`src/sv/sncdf_pkg.sv`:
```
// Package: constants and types of the sorted CDF builder.
package sncdf_pkg;
	localparam int MaxRowDef = 32;
	localparam int WeightBitsDef = 16;
	localparam int LenW = 6;
	localparam int IdxW = 5;
	localparam int CumW = 17;
	localparam int FracBits = 16;
	localparam logic [LenW-1:0] RowLenReset = 6'd32;

	typedef enum logic [2:0] {
		ST_LOAD, ST_SORT_RD, ST_SORT_CMP, ST_DIV_START, ST_DIV_WAIT, ST_EMIT
	} state_t;

	typedef struct packed {
		logic start;
		logic busy;
	} div_ctl_t;
endpackage

```
`src/sv/sorted_normalized_cdf_builder_core.sv`:
```
// Top level: loads a row, insertion-sorts it, emits cumulative fractions.
//  channel | dir | signals
//  in      | in  | in_valid/in_ready, weight
//  out     | out | out_valid/out_ready, cum_value, entry_index, last_entry, zero_total
//  cfg     | in  | cfg_valid/cfg_ready, cfg_data (row_length)
// Loading: one word per cycle while in ST_LOAD. Sort: insertion sort over the store,
// each compare/shift step a read state then a compare state (registered memory read).
// Emit: one divide per entry, each followed by its output handshake.
// Reset clears control; store contents need none. Output stalls hold the sequencer.
module sorted_normalized_cdf_builder_core
	import sncdf_pkg::*;
#(
	parameter int MAX_ROW = MaxRowDef,
	parameter int WEIGHT_BITS = WeightBitsDef
) (
	input  logic                   clk,
	input  logic                   arst_n,
	input  logic                   in_valid,
	output logic                   in_ready,
	input  logic [WEIGHT_BITS-1:0] weight,
	output logic                   out_valid,
	input  logic                   out_ready,
	output logic [16:0]            cum_value,
	output logic [4:0]             entry_index,
	output logic                   last_entry,
	output logic                   zero_total,
	input  logic                   cfg_valid,
	output logic                   cfg_ready,
	input  logic [5:0]             cfg_data
);
	localparam int AW = $clog2(MAX_ROW);
	localparam int CNTW = $clog2(MAX_ROW + 1);
	localparam int TW = WEIGHT_BITS + CNTW;
	localparam int NW = TW + FracBits;

	logic [WEIGHT_BITS-1:0] wmem [MAX_ROW];
	logic [IdxW-1:0]        imem [MAX_ROW];
	logic [WEIGHT_BITS-1:0] rd_w_q;
	logic [IdxW-1:0]        rd_i_q;

	state_t state_q, state_d;
	logic [LenW-1:0] len_q;
	logic [CNTW-1:0] cnt_q, i_q, j_q, k_q;
	logic [TW-1:0]   tot_q, run_q;
	logic [WEIGHT_BITS-1:0] key_w_q;
	logic [IdxW-1:0] key_i_q;
	logic            out_v_q;
	logic [CumW-1:0] cum_q;
	logic [IdxW-1:0] eidx_q;
	logic            last_q, zero_q;
	logic            div_start, div_busy;
	logic [NW-1:0]   quo;

	logic [CNTW-1:0] eff_len, cnt_inc;
	logic            in_acc, we;
	logic [AW-1:0]   waddr, raddr;
	logic [WEIGHT_BITS-1:0] wdata;
	logic [IdxW-1:0] idata;
	logic            shift_ok;

	always_comb begin
		if (len_q == '0) eff_len = CNTW'(1);
		else if ({1'b0, len_q} > 7'(MAX_ROW)) eff_len = CNTW'(MAX_ROW);
		else eff_len = CNTW'(len_q);
	end

	assign in_acc = in_valid && in_ready;
	assign cnt_inc = (cnt_q < CNTW'(MAX_ROW)) ? cnt_q + 1'b1 : cnt_q;
	assign shift_ok = (j_q != '0) && (rd_w_q < key_w_q);

	// sequencer next state
	always_comb begin
		state_d = state_q;
		unique case (state_q)
			ST_LOAD: if (in_acc && cnt_inc >= eff_len) state_d = ST_SORT_RD;
			ST_SORT_RD: begin
				if (i_q >= cnt_q) state_d = ST_DIV_START;
				else state_d = ST_SORT_CMP;
			end
			ST_SORT_CMP: state_d = ST_SORT_RD;
			ST_DIV_START: state_d = ST_DIV_WAIT;
			ST_DIV_WAIT: if (!div_busy) state_d = ST_EMIT;
			ST_EMIT: begin
				if (!out_v_q) begin
					if (k_q >= cnt_q) state_d = ST_LOAD;
					else state_d = ST_DIV_START;
				end
			end
			default: state_d = ST_LOAD;
		endcase
	end

	// memory write port
	always_comb begin
		we = 1'b0;
		waddr = '0;
		wdata = weight;
		idata = '0;
		unique case (state_q)
			ST_LOAD: begin
				we = in_acc && (cnt_q < CNTW'(MAX_ROW));
				waddr = AW'(cnt_q);
				idata = IdxW'(cnt_q);
			end
			ST_SORT_CMP: begin
				we = 1'b1;
				waddr = AW'(j_q);
				if (shift_ok) begin
					wdata = rd_w_q;
					idata = rd_i_q;
				end else begin
					wdata = key_w_q;
					idata = key_i_q;
				end
			end
			default: ;
		endcase
	end

	// read address: previous slot during sort, entry 0 when the sort ends,
	// next entry when a word is issued, else entry k
	always_comb begin
		unique case (state_q)
			ST_SORT_RD: raddr = (i_q >= cnt_q) ? '0 : AW'(j_q - 1'b1);
			ST_EMIT:    raddr = out_v_q ? AW'(k_q) : AW'(k_q + 1'b1);
			default:    raddr = AW'(k_q);
		endcase
	end

	always_ff @(posedge clk) begin
		if (we) begin
			wmem[waddr] <= wdata;
			imem[waddr] <= idata;
		end
		rd_w_q <= wmem[raddr];
		rd_i_q <= imem[raddr];
		// key of the insertion pass, read on its first compare
		if (state_q == ST_SORT_RD && j_q == i_q) begin
			key_w_q <= wmem[AW'(i_q)];
			key_i_q <= imem[AW'(i_q)];
		end
	end

	always_ff @(posedge clk or negedge arst_n) begin
		if (!arst_n) begin
			state_q <= ST_LOAD;
			len_q   <= RowLenReset;
			cnt_q   <= '0;
			tot_q   <= '0;
			i_q     <= '0;
			j_q     <= '0;
			k_q     <= '0;
			run_q   <= '0;
			out_v_q <= 1'b0;
		end else begin
			state_q <= state_d;
			if (cfg_valid && cfg_ready) len_q <= cfg_data;
			if (out_v_q && out_ready) out_v_q <= 1'b0;
			unique case (state_q)
				ST_LOAD: begin
					if (in_acc) begin
						if (cnt_q < CNTW'(MAX_ROW)) tot_q <= tot_q + TW'(weight);
						cnt_q <= cnt_inc;
						i_q <= CNTW'(1);
						j_q <= CNTW'(1);
					end
				end
				ST_SORT_RD: begin
					k_q <= '0;
					run_q <= '0;
				end
				ST_SORT_CMP: begin
					if (shift_ok) begin
						j_q <= j_q - 1'b1;
					end else begin
						i_q <= i_q + 1'b1;
						j_q <= i_q + 1'b1;
					end
				end
				ST_DIV_START: run_q <= run_q + TW'(rd_w_q);
				ST_DIV_WAIT: ;
				ST_EMIT: begin
					if (!out_v_q) begin
						if (k_q >= cnt_q) begin
							cnt_q <= '0;
							tot_q <= '0;
						end else begin
							out_v_q <= 1'b1;
							k_q <= k_q + 1'b1;
						end
					end
				end
				default: ;
			endcase
		end
	end

	sncdf_div #(.NW(NW), .DW(TW)) u_div (
		.clk   (clk),
		.arst_n(arst_n),
		.start (div_start),
		.num   ({run_q + TW'(rd_w_q), FracBits'(0)}),
		.den   (tot_q),
		.busy  (div_busy),
		.quo   (quo)
	);
	assign div_start = (state_q == ST_DIV_START);

	always_ff @(posedge clk) begin
		if (state_q == ST_EMIT && !out_v_q && k_q < cnt_q) begin
			eidx_q <= rd_i_q;
			zero_q <= (tot_q == '0);
			cum_q  <= (tot_q == '0) ? '0 : CumW'(quo);
			last_q <= (k_q + 1'b1 == cnt_q);
		end
	end

	assign in_ready    = (state_q == ST_LOAD);
	assign cfg_ready   = 1'b1;
	assign out_valid   = out_v_q;
	assign cum_value   = cum_q;
	assign entry_index = eidx_q;
	assign last_entry  = last_q;
	assign zero_total  = zero_q;
endmodule

```
`src/sv/sncdf_div.sv`:
```
// Restoring divider, one quotient bit per cycle.
module sncdf_div #(
	parameter int NW = 38,
	parameter int DW = 22
) (
	input  logic          clk,
	input  logic          arst_n,
	input  logic          start,
	input  logic [NW-1:0] num,
	input  logic [DW-1:0] den,
	output logic          busy,
	output logic [NW-1:0] quo
);
	localparam int CW = $clog2(NW + 1);
	logic [NW-1:0] q_q;
	logic [DW:0]   r_q;
	logic [DW-1:0] d_q;
	logic [CW-1:0] cnt_q;
	logic [DW:0]   trial;

	assign trial = {r_q[DW-1:0], q_q[NW-1]};
	always_ff @(posedge clk or negedge arst_n) begin
		if (!arst_n) begin
			cnt_q <= '0;
		end else if (start) begin
			cnt_q <= CW'(NW);
		end else if (cnt_q != '0) begin
			cnt_q <= cnt_q - 1'b1;
		end
	end
	always_ff @(posedge clk) begin
		if (start) begin
			q_q <= num;
			r_q <= '0;
			d_q <= den;
		end else if (cnt_q != '0) begin
			if (trial >= {1'b0, d_q}) begin
				r_q <= trial - {1'b0, d_q};
				q_q <= {q_q[NW-2:0], 1'b1};
			end else begin
				r_q <= trial;
				q_q <= {q_q[NW-2:0], 1'b0};
			end
		end
	end
	assign busy = (cnt_q != '0);
	assign quo = q_q;
endmodule

```
`config.mk`:
```
export PLATFORM = sky130hd
export DESIGN_NAME = sorted_normalized_cdf_builder_core
export DESIGN_NICKNAME = d
export VERILOG_FILES = /design/src/sv/sncdf_pkg.sv /design/src/sv/sorted_normalized_cdf_builder_core.sv /design/src/sv/sncdf_div.sv
export SDC_FILE = /design/constraint.sdc
export NUM_CORES = 2
export LEC_CHECK = 0
export BUFFER_PORTS_ARGS = -buffer_cell sky130_fd_sc_hd__buf_2
export CORE_MARGIN = 3
export CORE_UTILIZATION = 27
export CTS_CLUSTER_DIAMETER = 50
export DETAILED_ROUTE_END_ITERATION = 10
export GPL_TIMING_DRIVEN = 0
export HOLD_SLACK_MARGIN = 0.05
export SLEW_MARGIN = 20
export SYNTH_ARGS = -nofsm -noshare
export SYNTH_HDL_FRONTEND = slang
export SYNTH_SLANG_ARGS = --single-unit
```
`constraint.sdc`:
```
create_clock -name clk -period 6.29 [get_ports clk]
set_input_delay 0.629 -clock clk [delete_from_list [all_inputs] [get_ports clk]]
set_output_delay 0.629 -clock clk [all_outputs]
set_load 0.005 [all_outputs]
```
==> impl_metrics.py <==
metrics = {
    "route": {
        "drt-vias-per-instance": 5.44,
        "drt_iter0_drc": 4521,
        "routed_wirelength_um": 154000,
        "drt-pass1-iter-count": 7,
        "ant_nets": 0,
        "wl_per_cell_um": 26.0,
        "drcViolationCount": 0,
        "vias": 32200,
    },
    "pwr": {
        "pwr_density_cell_mw_per_mm2": 463,
        "power.total_mw": 24.4,
        "irDropWorstVdd_mv": 0.299,
        "p_leak_nw": 18.1,
    },
    "cts": {
        "clk_pin_slew_ps": 60,
        "insertion_delay_ps": 730,
        "cts_htree_levels": 3,
        "cts_made_buffers": 106,
        "cts.sinks": 904,
        "cts_buffer_depth": 3,
        "tritoncts": "built",
        "cts_root_buf": "clkbuf_16",
        "post_cts_buffers": 0,
    },
    "timing": {
        "rsz0062_at_grt": "false",
        "finalHoldViolCount": 0,
        "fin_crit_sh_pct": 99.1,
        "tightest_slew_ps": 1150,
        "setup_tns_ps": 0,
        "period_minus_slack_ps": 6230,
        "slew_viol_final": 0,
        "finClkSkew_ps": 63.7,
        "clock.fmax_mhz": 160,
        "maxSlewHeadroom_pct": 23.3,
        "worst_slack_ps": 58.2,
        "finalSetupViolCount": 0,
    },
    "die": {
        "die_area_mm2": 0.169,
        "design.core.area_mm2": 0.163,
        "core.rowCount": 148,
        "start_util_pct": 27.2,
        "io_pins": 54,
        "fp.dieW_um": 411,
        "die_height_um": 411,
    },
    "logic_synthesis": {
        "synth_top_cells_by_area": "edfxtp_1 52%, mux4_2 11%, nand2_1 5.8%",
        "yosysWarnings": 0,
        "async_flop_share_pct": 9.29,
        "ys_seq_area_share_pct": 59.0,
        "synth_top_area_cell": "edfxtp_1",
        "synth_top_area_share_pct": 51.6,
        "synth_nets": 3571,
        "syn_area_mm2": 0.0443,
        "syn_avg_cell_area_um2": 12.8,
        "yosys_register_bits": 904,
        "synthTopCellsByCount": "761 x edfxtp_1, 680 x nand2_1, 227 x a21oi_1, 210 x mux4_2, 128 x nor2_1",
        "ys.flop_type": "edfxtp_1",
        "synth-edff-count": 761,
        "post-synth-top-count-cell": "edfxtp_1",
        "synthCells": 3448,
        "synthDistinctLibCells": 88,
    },
    "run": {
        "drv_cap": 0,
    },
    "setup_path": {
        "worstSetupEndpoint": "rd_w_q[15]",
        "worstReg2RegStart": "i_q[0]",
        "crit_fanout": 10,
        "cp.required_ps": 6700,
        "crit_start": "i_q[0]",
        "crit_arrival_ps": 6640,
        "rr_worst_depth": 16,
        "critical_path_class": "flip-flop to flip-flop",
        "r2r_setup_slack_ps": 60,
        "critPathCaptureType": "flip-flop",
        "start_kind": "flip-flop",
        "reg2reg_to": "rd_w_q[15]",
    },
    "cells_and_area": {
        "final_area_mm2": 0.0527,
        "drive_gt1_share_pct": 19.0,
        "final_nets": 3785,
        "syn2layout_area_growth_pct": 19.0,
        "fillers": 15900,
    },
    "global_route": {
        "antenna_found_initial": 9,
        "grt_max_degree": 69,
        "grt_overflow_total": 0,
        "first_global_vias": 31000,
        "grt_usage_pct": 17.7,
        "grt_first_pass_wirelength_um": 219000,
    },
    "placed_design": {
        "dp_hpwl_um": 114000,
        "dpl-instance-area_mm2": 0.0490,
        "gp_congestion": 1.02,
        "port_buffers": 51,
        "place_ws_ps": -77.9,
    },
    "status": {
        "outcome": "finished clean",
    },
    "worst_hold_path": {
        "min_path_type": "input pin to flip-flop",
    },
}
-- registers in the layout, indices dropped and copies added, names as in the netlist, 16 cells and up --
| name | cells |
|---|---|
| cum_value | 17 |
| imem | 160 |
| key_w_q | 16 |
| rd_w_q | 16 |
| run_q | 22 |
| tot_q | 22 |
| u_div.d_q | 22 |
| u_div.quo | 38 |
| u_div.r_q | 22 |
| wmem | 512 |
-- critical path, cell delays in order, from the launching register on --
cell and delay (ps):
dfrtp_1 370, clkbuf_1 230, buf_2 480, clkbuf_4 460
buf_2 500, inv_1 90, ha_1 280, nand2b_1 140
a31oi_1 260, o211ai_2 290, o21ai_1 250, buf_4 320
buf_2 460, buf_2 460, a32oi_1 230, a22oi_1 530
nand4_1 510
-- area by class of cell --
class / count / area [um2] / share of cell area (%)
diodes: 3 / 7.51 / 0.0142
repair buffers: 106 / 1540 / 2.92
plain buffers: 233 / 1040 / 1.97
flip-flops and latches: 904 / 26100 / 49.6
inverters: 74 / 278 / 0.527
well taps: 2175 / 2720 / 5.16
multi-input cells: 2237 / 17400 / 32.9
clock buffers: 126 / 2810 / 5.33
clock inverters: 70 / 821 / 1.56
-- layout by cell type, fill, tap and decap left out, types with 20 or more instances in the layout --
master | netlist | layout
dfrtp_1 | 83 | 83
o21ai_1 | 64 | 50
nor2_4 | 0 | 32
xnor2_1 | 42 | 42
nor2b_1 | 25 | 25
clkbuf_1 | 101 | 113
a22oi_1 | 85 | 79
buf_1 | 29 | 28
inv_1 | 71 | 71
buf_16 | 0 | 38
mux4_2 | 210 | 210
xor2_1 | 30 | 30
mux2i_1 | 57 | 57
buf_2 | 94 | 147
clkinv_2 | 0 | 20
a21oi_1 | 227 | 223
o21ai_0 | 42 | 40
nand4_1 | 57 | 57
nand3_1 | 81 | 81
nor2_1 | 128 | 96
nand2_1 | 680 | 680
clkbuf_16 | 0 | 109
a21o_1 | 41 | 41
ha_1 | 93 | 93
edfxtp_1 | 761 | 761
mux2_2 | 27 | 27
a32oi_1 | 126 | 126
dfxtp_1 | 59 | 59
-- kinds of logic (layout without fill, tap and decap cells) --
family	after synthesis	in the layout	share of synthesized area, %
other cells	1	4	0.00847
flops	904	904	59.0
simple gates	1056	1056	10.2
buf+inv	307	609	2.96
mux	294	294	12.7
compound gates	718	718	11.0
xor+xnor	72	72	1.42
fa+ha+maj	96	96	2.76
-- stage by stage --
step                      hold slack, ps  util [%]  std cells
final                                115      32.4       5928
after global routing                 138      32.4       5925
after CTS                           85.2      32.4       5925
after detailed placement             459      30.1       5728
after global placement               453      29.0       5674
after floorplan                      333         -       3448
-- what timing repair did --
item,4_1_cts,5_1_grt
setup endpoints to repair,2,6
hold buffers,1,0
hold endpoints to repair,18,0
gates resized for setup,2,5
-- routing by layer --
| metal | GRT usage, % | share of wire (%) | vias to the layer above |
|---|---|---|---|
| li1 | - | - | 13700 |
| met1 | 22.9 | 38 | 16100 |
| met2 | 26.6 | 44 | 2049 |
| met3 | 4.33 | 11 | 362 |
| met4 | 11.4 | 6.6 | 4 |
| met5 | 0.0862 | 0.018 | - |
-- how the worst min path moves through the flow --
stage,startpoint,endpoint,slack (ps),cells after the start
finish,out_ready,out_valid,120,2
global route,out_ready,out_valid,140,2
floorplan,arst_n,cnt_q[0],330,0
detailed placement,u_div.quo[2],u_div.quo[3],460,2
CTS,out_ready,out_valid,90,2
global placement,u_div.quo[9],u_div.quo[9],450,2
-- where the power goes --
part / total, mW / switching (mW) / leakage, nW / internal, mW
Combinational: 9.68 / 6.36 / 7.82 / 3.32
Sequential: 8.31 / 0.449 / 8.54 / 7.86
Clock: 6.40 / 2.64 / 1.77 / 3.76
(Power assumes the default switching activity.)
